`src/rtl/p2f_pkg.sv`:
```
// ----------------------------------------------------------------------------
// p2f_pkg
// types and constants of the square-wave to fm register write translator
// ----------------------------------------------------------------------------
`timescale 1ns / 1ps
`default_nettype none

package p2f_pkg;

    // sequencer states, one-hot
    typedef enum logic [7:0] {
        ST_IDLE   = 8'b0000_0001,
        ST_LD_LO  = 8'b0000_0010,
        ST_LD_HI  = 8'b0000_0100,
        ST_DIV    = 8'b0000_1000,
        ST_NORM   = 8'b0001_0000,
        ST_TONE   = 8'b0010_0000,
        ST_LVL_RD = 8'b0100_0000,
        ST_LVL    = 8'b1000_0000
    } p2f_state_t;

    // arithmetic
    localparam int          QUO_W      = 22;
    localparam int          PER_W      = 12;
    localparam int          BLK_W      = 4;
    localparam logic [QUO_W-1:0] DIVIDEND   = 22'd2345678;
    localparam logic [QUO_W-1:0] FREQ_LIMIT = 22'd1024;
    localparam logic [4:0]  DIV_LAST   = 5'd21;

    // sound chip register numbers
    localparam logic [3:0]  PSG_TONE_LAST = 4'd5;
    localparam logic [3:0]  PSG_MIXER     = 4'd7;
    localparam logic [3:0]  PSG_AMP_A     = 4'd8;
    localparam logic [3:0]  PSG_AMP_C     = 4'd10;
    localparam logic [3:0]  LVL_ENVELOPE  = 4'd12;

    // fm register addresses
    localparam logic [7:0]  FM_FNUM_LO       = 8'hA0;
    localparam logic [7:0]  FM_BLOCK         = 8'hB0;
    localparam logic [7:0]  FM_NOISE_FNUM_LO = 8'hA7;
    localparam logic [7:0]  FM_NOISE_BLOCK   = 8'hB7;
    localparam logic [7:0]  FM_LEVEL         = 8'h43;
    localparam logic [7:0]  FM_NOISE_LEVEL   = 8'h54;
    localparam logic [7:0]  FM_KEY_ON        = 8'h20;

    // configuration port
    localparam int          APB_ADDR_W      = 3;
    localparam int          APB_DATA_W      = 32;
    localparam int          CFG_SEL_BIT     = 2;
    localparam logic        CFG_TRANSLATE   = 1'b0;
    localparam logic        CFG_NOISE_LEVEL = 1'b1;

    // amplitude to fm attenuation
    function automatic logic [7:0] p2f_level(input logic [3:0] idx);
        logic [7:0] lvl;
        unique case (idx)
            4'd0:    lvl = 8'hFF;
            4'd1:    lvl = 8'h3F;
            4'd2:    lvl = 8'h3F;
            4'd3:    lvl = 8'h3F;
            4'd4:    lvl = 8'h2C;
            4'd5:    lvl = 8'h26;
            4'd6:    lvl = 8'h22;
            4'd7:    lvl = 8'h1D;
            4'd8:    lvl = 8'h16;
            4'd9:    lvl = 8'h12;
            4'd10:   lvl = 8'h0C;
            4'd11:   lvl = 8'h0A;
            4'd12:   lvl = 8'h07;
            4'd13:   lvl = 8'h05;
            4'd14:   lvl = 8'h02;
            default: lvl = 8'h00;
        endcase
        return lvl;
    endfunction

endpackage

`default_nettype wire

```
`src/rtl/psg_to_fm_register_translator.sv`:
```
// ----------------------------------------------------------------------------
// psg_to_fm_register_translator
// stores square-wave chip register writes and issues matching fm writes
// ----------------------------------------------------------------------------
//  channel   dir  handshake                  contents
//  s_*       in   s_tvalid / s_tready        tdata: reg_index, reg_value
//  m_*       out  m_tvalid / m_tready        tdata: fm_reg, fm_value; tlast
//  apb       in   psel & penable & pwrite    translate_enable @0, noise_level_enable @4
//
//  tone write: accept, 2 load, 22 restoring divide (one quotient bit per cycle), up to 13
//  normalize (one shift per cycle, then the final compare), 4 emit slots
//  level write: accept, then per voice an amplitude read and two emit slots (all three
//  voices on a mixer write); ignored or plain stores leave the sequencer idle, and
//  s_tready is low while it runs; a stalled m_tready holds the sequencer at its emit slot
//  reset clears the register store, sequencer and output valid
// ----------------------------------------------------------------------------
`timescale 1ns / 1ps
`default_nettype none

module psg_to_fm_register_translator
    import p2f_pkg::*;
#(
    parameter int REG_COUNT = 16
)
(
    input  wire logic                  clk,
    input  wire logic                  rst_n,
    input  wire logic                  s_tvalid,
    output logic                       s_tready,
    input  wire logic [15:0]           s_tdata,   // [3:0] reg_index, [11:4] reg_value
    output logic                       m_tvalid,
    input  wire logic                  m_tready,
    output logic [15:0]                m_tdata,   // [7:0] fm_reg, [15:8] fm_value
    output logic                       m_tlast,
    input  wire logic                  psel,
    input  wire logic                  penable,
    input  wire logic                  pwrite,
    input  wire logic [APB_ADDR_W-1:0] paddr,
    input  wire logic [APB_DATA_W-1:0] pwdata,
    output logic [APB_DATA_W-1:0]      prdata,
    output logic                       pready
);

    localparam int IDX_W = $clog2(REG_COUNT);
    localparam int CNT_W = $clog2(REG_COUNT + 1);

    p2f_state_t         state_reg, state_next;
    logic [1:0]         voice_reg, voice_next;
    logic               multi_reg, multi_next;
    logic [PER_W-1:0]   div_reg, div_next;
    logic [PER_W-1:0]   rem_reg, rem_next;
    logic [QUO_W-1:0]   quo_reg, quo_next;
    logic [4:0]         cnt_reg, cnt_next;
    logic [BLK_W-1:0]   blk_reg, blk_next;
    logic [1:0]         slot_reg, slot_next;
    logic [3:0]         idx_reg, idx_next;
    logic               out_valid_reg, out_valid_next;
    logic [7:0]         out_reg_reg, out_reg_next;
    logic [7:0]         out_val_reg, out_val_next;
    logic               out_last_reg, out_last_next;
    logic               translate_enable_reg;
    logic               noise_level_enable_reg;

    logic [7:0]         sound_regs_reg [REG_COUNT];

    logic [3:0]         reg_index;
    logic [7:0]         reg_value;
    logic               in_accept;
    logic               in_range;
    logic               cfg_write;
    logic [3:0]         rd_addr;
    logic [7:0]         rd_data;
    logic [7:0]         mix;
    logic               out_free;
    logic [13:0]        trial;
    logic               trial_ge;
    logic [PER_W-1:0]   period;
    logic [3:0]         tone_en;
    logic [3:0]         tone_later;
    logic [7:0]         tone_lo;
    logic [7:0]         tone_hi;
    logic               voice_muted;
    logic               noise_off;
    logic               noise_en;
    logic               last_voice;

    assign reg_index = s_tdata[3:0];
    assign reg_value = s_tdata[11:4];
    assign s_tready  = (state_reg == ST_IDLE);
    assign in_accept = s_tvalid && s_tready;
    assign in_range  = CNT_W'(reg_index) < CNT_W'(REG_COUNT);

    assign m_tvalid  = out_valid_reg;
    assign m_tdata   = {out_val_reg, out_reg_reg};
    assign m_tlast   = out_last_reg;
    assign out_free  = !out_valid_reg || m_tready;

    // configuration port
    assign pready    = 1'b1;
    assign cfg_write = psel && penable && pwrite && pready;

    always_comb
    begin
        prdata = '0;
        if (paddr[CFG_SEL_BIT] == CFG_NOISE_LEVEL)
        begin
            prdata[0] = noise_level_enable_reg;
        end
        else
        begin
            prdata[0] = translate_enable_reg;
        end
    end

    always_ff @(posedge clk or negedge rst_n)
    begin
        if (!rst_n)
        begin
            translate_enable_reg   <= 1'b1;
            noise_level_enable_reg <= 1'b1;
        end
        else if (cfg_write)
        begin
            if (paddr[CFG_SEL_BIT] == CFG_NOISE_LEVEL)
            begin
                noise_level_enable_reg <= pwdata[0];
            end
            else
            begin
                translate_enable_reg <= pwdata[0];
            end
        end
    end

    // register store
    always_ff @(posedge clk or negedge rst_n)
    begin
        if (!rst_n)
        begin
            for (int i = 0; i < REG_COUNT; i++)
            begin
                sound_regs_reg[i] <= '0;
            end
        end
        else if (in_accept && in_range)
        begin
            sound_regs_reg[reg_index[IDX_W-1:0]] <= reg_value;
        end
    end

    // read port, address picked by the sequencer; the mixer register has its own read
    always_comb
    begin
        unique case (state_reg)
            ST_LD_LO: rd_addr = {1'b0, voice_reg, 1'b0};
            ST_LD_HI: rd_addr = {1'b0, voice_reg, 1'b1};
            default:  rd_addr = PSG_AMP_A + {2'b00, voice_reg};
        endcase
    end

    assign rd_data = sound_regs_reg[rd_addr[IDX_W-1:0]];
    assign mix     = sound_regs_reg[PSG_MIXER];

    // shared restoring divide step
    assign trial    = {1'b0, rem_reg, quo_reg[QUO_W-1]} - {2'b00, div_reg};
    assign trial_ge = !trial[13];
    assign period   = {rd_data[3:0], div_reg[7:0]};

    // tone emit slots: voice lo, voice hi, noise lo, noise hi
    assign tone_en[0]  = !mix[voice_reg];
    assign tone_en[1]  = !mix[voice_reg];
    assign tone_en[2]  = !mix[{1'b0, voice_reg} + 3'd3];
    assign tone_en[3]  = !mix[{1'b0, voice_reg} + 3'd3];
    assign tone_later  = tone_en >> ({1'b0, slot_reg} + 3'd1);
    assign tone_lo     = quo_reg[7:0];
    assign tone_hi     = {2'b00, blk_reg, quo_reg[9:8]} | FM_KEY_ON;

    // level emit slots: voice level, noise level
    assign voice_muted = mix[voice_reg];
    assign noise_off   = (mix[5:3] == 3'b111);
    assign noise_en    = noise_off || noise_level_enable_reg;
    assign last_voice  = !multi_reg || (voice_reg == 2'd2);

    always_comb
    begin
        state_next     = state_reg;
        voice_next     = voice_reg;
        multi_next     = multi_reg;
        div_next       = div_reg;
        rem_next       = rem_reg;
        quo_next       = quo_reg;
        cnt_next       = cnt_reg;
        blk_next       = blk_reg;
        slot_next      = slot_reg;
        idx_next       = idx_reg;
        out_valid_next = out_valid_reg && !m_tready;
        out_reg_next   = out_reg_reg;
        out_val_next   = out_val_reg;
        out_last_next  = out_last_reg;

        unique case (state_reg)
            ST_IDLE:
            begin
                if (in_accept && in_range && translate_enable_reg)
                begin
                    priority if (reg_index <= PSG_TONE_LAST)
                    begin
                        voice_next = reg_index[2:1];
                        state_next = ST_LD_LO;
                    end
                    else if (reg_index == PSG_MIXER)
                    begin
                        voice_next = 2'd0;
                        multi_next = 1'b1;
                        state_next = ST_LVL_RD;
                    end
                    else if (reg_index >= PSG_AMP_A && reg_index <= PSG_AMP_C)
                    begin
                        voice_next = 2'(reg_index - PSG_AMP_A);
                        multi_next = 1'b0;
                        state_next = ST_LVL_RD;
                    end
                    else
                    begin
                        state_next = ST_IDLE;
                    end
                end
            end

            ST_LD_LO:
            begin
                div_next[7:0] = rd_data;
                state_next    = ST_LD_HI;
            end

            ST_LD_HI:
            begin
                div_next = period;
                rem_next = '0;
                cnt_next = '0;
                blk_next = '0;
                if (period == '0)
                begin
                    quo_next   = QUO_W'(1);
                    state_next = ST_NORM;
                end
                else
                begin
                    quo_next   = DIVIDEND;
                    state_next = ST_DIV;
                end
            end

            ST_DIV:
            begin
                rem_next = trial_ge ? trial[PER_W-1:0] : {rem_reg[PER_W-2:0], quo_reg[QUO_W-1]};
                quo_next = {quo_reg[QUO_W-2:0], trial_ge};
                cnt_next = cnt_reg + 5'd1;
                if (cnt_reg == DIV_LAST)
                begin
                    state_next = ST_NORM;
                end
            end

            ST_NORM:
            begin
                if (quo_reg > FREQ_LIMIT)
                begin
                    quo_next = quo_reg >> 1;
                    blk_next = blk_reg + BLK_W'(1);
                end
                else
                begin
                    slot_next  = 2'd0;
                    state_next = ST_TONE;
                end
            end

            ST_TONE:
            begin
                if (out_free)
                begin
                    if (tone_en[slot_reg])
                    begin
                        out_valid_next = 1'b1;
                        out_last_next  = (tone_later == 4'd0);
                        unique case (slot_reg)
                            2'd0:
                            begin
                                out_reg_next = FM_FNUM_LO + {6'd0, voice_reg};
                                out_val_next = tone_lo;
                            end
                            2'd1:
                            begin
                                out_reg_next = FM_BLOCK + {6'd0, voice_reg};
                                out_val_next = tone_hi;
                            end
                            2'd2:
                            begin
                                out_reg_next = FM_NOISE_FNUM_LO;
                                out_val_next = tone_lo;
                            end
                            default:
                            begin
                                out_reg_next = FM_NOISE_BLOCK;
                                out_val_next = tone_hi;
                            end
                        endcase
                    end
                    slot_next = slot_reg + 2'd1;
                    if (slot_reg == 2'd3)
                    begin
                        state_next = ST_IDLE;
                    end
                end
            end

            ST_LVL_RD:
            begin
                idx_next   = rd_data[4] ? LVL_ENVELOPE : rd_data[3:0];
                slot_next  = 2'd0;
                state_next = ST_LVL;
            end

            default:
            begin
                // ST_LVL
                if (out_free)
                begin
                    if (slot_reg == 2'd0)
                    begin
                        out_valid_next = 1'b1;
                        out_last_next  = last_voice && !noise_en;
                        out_reg_next   = FM_LEVEL + {6'd0, voice_reg};
                        out_val_next   = p2f_level(voice_muted ? 4'd0 : idx_reg);
                        slot_next      = 2'd1;
                    end
                    else
                    begin
                        if (noise_en)
                        begin
                            out_valid_next = 1'b1;
                            out_last_next  = last_voice;
                            out_reg_next   = FM_NOISE_LEVEL;
                            out_val_next   = p2f_level(noise_off ? 4'd0 : idx_reg);
                        end
                        if (last_voice)
                        begin
                            state_next = ST_IDLE;
                        end
                        else
                        begin
                            voice_next = voice_reg + 2'd1;
                            state_next = ST_LVL_RD;
                        end
                    end
                end
            end
        endcase
    end

    always_ff @(posedge clk or negedge rst_n)
    begin
        if (!rst_n)
        begin
            state_reg     <= ST_IDLE;
            voice_reg     <= '0;
            multi_reg     <= 1'b0;
            cnt_reg       <= '0;
            slot_reg      <= '0;
            out_valid_reg <= 1'b0;
        end
        else
        begin
            state_reg     <= state_next;
            voice_reg     <= voice_next;
            multi_reg     <= multi_next;
            cnt_reg       <= cnt_next;
            slot_reg      <= slot_next;
            out_valid_reg <= out_valid_next;
        end
    end

    always_ff @(posedge clk)
    begin
        div_reg      <= div_next;
        rem_reg      <= rem_next;
        quo_reg      <= quo_next;
        blk_reg      <= blk_next;
        idx_reg      <= idx_next;
        out_reg_reg  <= out_reg_next;
        out_val_reg  <= out_val_next;
        out_last_reg <= out_last_next;
    end

endmodule

`default_nettype wire

```
`config.mk`:
```
export PLATFORM = sky130hd
export DESIGN_NAME = psg_to_fm_register_translator
export DESIGN_NICKNAME = d
export VERILOG_FILES = /design/src/rtl/p2f_pkg.sv /design/src/rtl/psg_to_fm_register_translator.sv
export SDC_FILE = /design/constraint.sdc
export NUM_CORES = 1
export LEC_CHECK = 0
export BUFFER_PORTS_ARGS = -buffer_cell sky130_fd_sc_hd__buf_2
export CORE_MARGIN = 3
export CORE_UTILIZATION = 53
export CTS_CLUSTER_SIZE = 24
export DETAILED_ROUTE_END_ITERATION = 8
export PLACE_DENSITY_LB_ADDON = 0.3
export SLEW_MARGIN = 10
export SYNTH_ARGS = -nofsm -noshare
export SYNTH_HDL_FRONTEND = slang
export SYNTH_SLANG_ARGS = --single-unit
```
`constraint.sdc`:
```
create_clock -name clk -period 3.65 [get_ports clk]
set_clock_uncertainty 0.05 [all_clocks]
set_input_delay 0.73 -clock clk [delete_from_list [all_inputs] [get_ports clk]]
set_output_delay 0.73 -clock clk [all_outputs]
set_load 0.02 [all_outputs]
```
[After elaboration in Yosys (flattened, before gate mapping)]
Memory sizes are Yosys's and may differ from the RTL's.
Index checks and enable logic that the tools add are counted.
Cells by class
  $add $sub $neg: 12
  $mul: 0
  div/mod/pow operators: 0
  magnitude comparators: 10
  equal/unequal tests: 25
  shift operators: 1
  multiplexer cells: 78
  bitwise logic cells: 7
  reduce and logical (&&, ||, !) cells: 43
Operators by type and width (number)
  2-to-1 mux 8 bit: 21
  bitwise mux 128 bit: 1
  one-hot mux 22 bit (3 select lines): 1
  one-hot mux 8 bit (7 select lines): 1
  2-to-1 mux 22 bit: 2
  binary-select mux 8 bit (select 4 bit): 1
  demux 8 bit (select 4 bit): 1
  one-hot mux 8 bit (2 select lines): 2
  2-to-1 mux 7 bit: 4
  one-hot mux 12 bit (2 select lines): 1
  one-hot mux 8 bit (3 select lines): 1
  > comparator 22 x 11 -> 1 bit (second input constant): 1
  2-to-1 mux 2 bit: 11
  adder 8 x 2 -> 8 bit (first input constant): 2
  2-to-1 mux 1 bit: 16
  != test 2 bit (second input constant): 8
  one-hot mux 4 bit (2 select lines): 2
  subtractor 13 x 12 -> 14 bit: 1
  zero test 12 bit: 1
  2-to-1 mux 12 bit: 1
  2-to-1 mux 4 bit: 3
  OR reduction 6 bit: 2
  greater-or-equal comparator 5 bit (second input constant): 2
  NOT 4 -> 5 bit: 2
  55 further kinds: 88
Word-level totals
  register bits: 220
  latch bits: 0
  memory bits (writable): 0
  ROM bits: 256
  logic and storage cells: 211
  memories kept: 2
Memory list
  (no name shown): depth 16, bits a word 8, rd ports 1, clocked after Yosys merged registers in 0, wr ports 0, RTL line p2f_pkg.sv:56  | unique case (idx)
  (no name shown): depth 16, bits a word 8, rd ports 1, clocked after Yosys merged registers in 0, wr ports 0, RTL line p2f_pkg.sv:56

[Longest topological paths before layout]
  depth in word-level cells: 9
  gate-level depth with buffers: 12
  depth with buffers taken out: 12

[Worst setup path after synthesis]
OpenSTA, ideal clock, no wires.
  path type: reg2reg
  start point: reg state_reg[0]
  end point: reg out_last_reg, in the netlist m_tlast, enable pin
  library setup time: 0.411 ns
  data arrival time: 3.335 ns
  required time: 3.189 ns
  path slack: -0.145 ns
  cell stages (with the launch flop): 10
  period minus slack after synthesis: 3.795 ns
  cell sequence: dfstp_2 clkbuf_1 nor3_1 nand2_1 or4b_2 clkbuf_1 inv_1 clkbuf_1 nand3_1 a211oi_1
On the way
  cells in the longest elaborated chain, start to end: 4
  elaborated cells on any way between the ends: 12
Ends and longest elaborated chain
  start: declaration: RTL line psg_to_fm_register_translator.sv:47  | p2f_state_t state_reg, state_next;
  start signal: assignment: RTL line psg_to_fm_register_translator.sv:375  | state_reg <= state_next;
  equality test 8 x 1 -> 1 bit, or another cell as far along: RTL line psg_to_fm_register_translator.sv:201  | unique case (state_reg)
  OR reduction 6 bit (no source line)
  NOT 1 bit (no source line)
  AND reduction 4 bit (no source line) (*)
  end signal: assignment: RTL line psg_to_fm_register_translator.sv:393  | out_last_reg <= out_last_next;
  end: declaration: RTL line psg_to_fm_register_translator.sv:60  | logic out_last_reg, out_last_next;
Every way passes the cells marked *; elsewhere a longest branch is shown, timed or not.
A chain may end at the register's enable or synchronous reset.

[Worst setup path after layout]
  start point: reg state_reg[4]
  end point: reg quo_reg[11] (data pin)
On the way
  cells in the longest elaborated chain, start to end: 9
  elaborated cells on any way between the ends: 12
Ends and longest elaborated chain
  equality test 8 x 3 -> 1 bit / equality test 8 x 2 -> 1 bit (equally long branches): RTL line psg_to_fm_register_translator.sv:154, psg_to_fm_register_translator.sv:201
  one-hot mux 4 bit (2 select lines): RTL line psg_to_fm_register_translator.sv:154  | unique case (state_reg)
  NOT 4 -> 5 bit (implied by the code): RTL line psg_to_fm_register_translator.sv:161  | assign rd_data = sound_regs_reg[rd_addr[IDX_W-1:0]];
  binary-select mux 8 bit (select 4 bit): RTL line psg_to_fm_register_translator.sv:161
  2-to-1 mux 8 bit (implied by the code) (2 in a row): RTL line psg_to_fm_register_translator.sv:161
  zero test 12 bit: RTL line psg_to_fm_register_translator.sv:242  | if (period == '0)
  2-to-1 mux 22 bit: RTL line psg_to_fm_register_translator.sv:242
  one-hot mux 22 bit (3 select lines) (*): RTL line psg_to_fm_register_translator.sv:201
  net quo_next[11]: RTL line psg_to_fm_register_translator.sv:52  | logic [QUO_W-1:0] quo_reg, quo_next;
  end signal: assignment: RTL line psg_to_fm_register_translator.sv:388  | quo_reg <= quo_next;
  end: declaration: RTL line psg_to_fm_register_translator.sv:52
Mark *: on every way through the listed nets, which the timed path passes. The rest lies on a longest branch. The select of a mux whose other input is x is not followed.

==> results by group <==
Clock tree
  – Clock slew seen by the registers of the worst setup and hold paths: 70 ps
  – Number of buffers added by the clock tree synthesis step: 17
  – H-tree depth: 4
  – Insertion delay to the later sink of the worst-skew pair: 430 ps
  – Buffer type at the clock tree root: clkbuf_16
  – Sink count of the clock tree: 185
  – Clock tree from TritonCTS: built
  – Buffers from clock root to sink, at most: 2

Die
  – Initial standard-cell utilization of the core: 0.549
  – DIE AREA: 20600 sq um
  – Site row count: 49
  – Chip width: 144 um
  – Overall die height: 144 um
  – Ports placed on the boundary: 110
  – Core Region: 18300 sq um

Timing
  – Final-report setup violation count: 0
  – Total count of max-transition violations in the final report: 0
  – Hold violation count in the final report: 0
  – Relative slew slack: 0.454
  – Final min period: 3550 ps
  – Actual transition at the worst max-transition pin: 816 ps
  – Period Utilization, post-route: 0.972
  – Fmax: 282 MHz

Worst setup path
  – Category of the critical setup timing path: register to register
  – Depth of the worst register-to-register path: 12
  – Reg2reg end: quo_reg[11]
  – Sequence of cells on the critical path: buf_4 -> or4_4 -> nor4_4 -> o22ai_4 -> buf_12 -> mux4_2 -> a21oi_2 -> o31ai_2 -> nor4_4 -> buf_4 -> nor3_4 -> a221o_1
  – Launch point of the worst path: state_reg[4]
  – Top fanout value on the critical path: 13
  – Worst-path cell with the longest stage delay: or4_4
  – Startpoint type of the worst setup path: register
  – Stage delay of the slowest cell on the critical path: 570 ps
  – Critical Path Sink: quo_reg[11]
  – Critical Path AT: 3670 ps
  – Nature of the critical path endpoint: register
  – Reg-to-Reg Start: state_reg[4]
  – Register-to-register path setup slack: 100 ps
  – Worst Path Required: 3780 ps

Power
  – Leakage power total: 5.05 nW
  – Total power per unit cell area: 680 nW/um^2
  – Peak supply drop: 0.434 mV
  – Power consumption: 0.00759 W

Global routing
  – Global-route usage over all layers: 0.209
  – Via count of the first global-routing pass: 6552
  – Initial antenna violation count: 0
  – Overall overflow remaining after global route: 0
  – Pin count of the biggest net entering global routing: 56
  – Wire length of the first global-routing pass: 33600 um

Placement
  – DPL Wire Length: 14100 um
  – Final weighted congestion of routability-driven global placement: 0.834
  – Number of placed instances, taps included: 1090
  – I/O Buffers: 39

Final layout
  – Area overhead of the layout relative to synthesis: 11.4%
  – Final core utilization: 0.611
  – Number of non-filler instances in the completed layout: 1128
  – Post-layout nets: 974
  – Most common library cell in the layout ignoring fill and taps: dfrtp_1
  – Share of post-route cells with drive strength above 1: 0.290
  – # diodes: 0
  – Most frequent cells in the layout: dfrtp_1 (114), mux2_2 (103), edfxtp_1 (68), nand2_1 (54), o21ai_0 (46)
  – Largest register FFs: 88
  – Multi-input gate area in the final layout: 4640 sq um
  – Sequential cell area: 4970 sq um
  – # fillers: 1453

Synthesis
  – Netlist Area Pre-Place: 10000 sq um
  – Distinct cell type count after synthesis: 66
  – Area fraction of the dominant cell type after synthesis: 0.285
  – Largest cells by area after synthesis: dfrtp_1 (28%), edfxtp_1 (20%), mux2_2 (12%), mux4_2 (5.2%), ha_1 (3.6%)
  – Syn Inst Count: 837
  – Synth async-reset ratio: 0.632
  – Number of flops mapped to enable cells by yosys: 68
  – Per-instance average area after synthesis: 12.0 sq um
  – Most used flip-flop cell after synthesis: dfrtp_1
  – Count of warnings emitted by yosys: 0
  – Post-synth top area cell: dfrtp_1
  – Sequential cell area fraction in the yosys report: 0.496
  – Synthesis-stage register bit count: 185

Detailed routing
  – DRC marker count from the first detailed-route iteration: 356
  – Length of the first detailed-routing pass in iterations: 5
  – Wire length per cell after detailed routing: 18.4 um
  – DR DRC count: 0
  – Via Count: 6578
  – Detail-routed via count per cell: 5.83
  – Overall routed net length: 20800 um
  – DRT antenna net count: 0

Job
  – Maximum capacitance violations: 0

Status
  – Run status: complete, no violations

Hold path
  – Tightest Hold Check Type: primary input to asynchronous set/reset pin
-- per-layer routing --
metal  GRT usage  wire length (um)
met1       0.279              9160
met2       0.348             10300
met3      0.0383               863
met4      0.0714               405
met5           0                 0
-- critical path, delay by kind of cell (launching register included) --
family / cells / cell delay (ps)
buf+inv: 3 / 510
simple gates: 4 / 1260
compound gates: 4 / 680
mux: 1 / 350
flops: 1 / 410
-- worst min path at each step --
stage,startpoint,to,slack (ps),depth (start not counted)
after floorplan,rst_n,cnt_reg[0],380,0
after global placement,sound_regs_reg[83],sound_regs_reg[83],430,1
after detailed placement,sound_regs_reg[79],sound_regs_reg[79],440,1
after CTS,rst_n,sound_regs_reg[54],310,1
after global routing,rst_n,sound_regs_reg[54],330,1
final,rst_n,sound_regs_reg[54],280,1
-- repair_timing --
action,CTS,global route
hold endpoints to repair,0,0
setup endpoints to repair,11,11
gates cloned,0,1
buffers inserted,3,3
resized for setup,0,6
pin swaps,1,5
hold buffers,0,0
-- power by group --
part | switching (W) | internal, W | total [W]
Clock | 0.000824 | 0.000975 | 0.00180
Sequential | 0.000295 | 0.00272 | 0.00302
Combinational | 0.00146 | 0.00131 | 0.00277
Total | 0.00258 | 0.00501 | 0.00759
-- stage by stage --
step                worst slack, ps  setup TNS [ps]  cell area, sq um  hold slack, ps
finish                          102               0             11200             276
floorplan                       327               0             10100             384
detailed placement            -31.7            -211             10500             438
global route                  -1.96           -3.42             11200             334
global placement               19.2               0             10500             430
CTS                            59.9               0             11100             310
-- Yosys cell counts, types with 6 or more instances --
| library cell | count |
|---|---|
| mux2i_1 | 23 |
| ha_1 | 29 |
| nor2b_1 | 8 |
| nand2_1 | 54 |
| nor2_1 | 44 |
| mux4_2 | 23 |
| clkbuf_1 | 36 |
| a22o_1 | 11 |
| or2_2 | 6 |
| nor4_1 | 8 |
| buf_4 | 35 |
| nand3_1 | 19 |
| dfrtp_1 | 114 |
| o21ai_0 | 46 |
| mux2_2 | 103 |
| nand2b_1 | 14 |
| a21oi_1 | 30 |
| nor3_1 | 6 |
| or3_1 | 9 |
| o211ai_1 | 7 |
| inv_1 | 31 |
| a221o_1 | 13 |
| edfxtp_1 | 68 |
| xor2_1 | 8 |
| a21o_1 | 12 |
-- cell families (layout without fill, tap and decap cells) --
logic type | after synthesis | count (layout) | share of synthesized area
AOI/OAI and AO/OA | 151 | 151 | 0.100
xor gates and xnor gates | 11 | 11 | 0.00961
adders and majority gates | 30 | 30 | 0.0382
buffers and inverters | 113 | 144 | 0.0576
DFF | 185 | 185 | 0.496
muxes | 152 | 152 | 0.197
other | 2 | 33 | 0.000749
and+or+nand+nor | 193 | 193 | 0.101
-- layout make-up --
type,count,share of cell area
multi-input cells,570,0.415
well taps,229,0.0256
clock inverters,11,0.00851
clock buffers,21,0.0432
inverters,32,0.0108
repair buffers,80,0.0513
flip-flops and latches,185,0.445
Note: power is estimated with default switching activity, not from simulation.
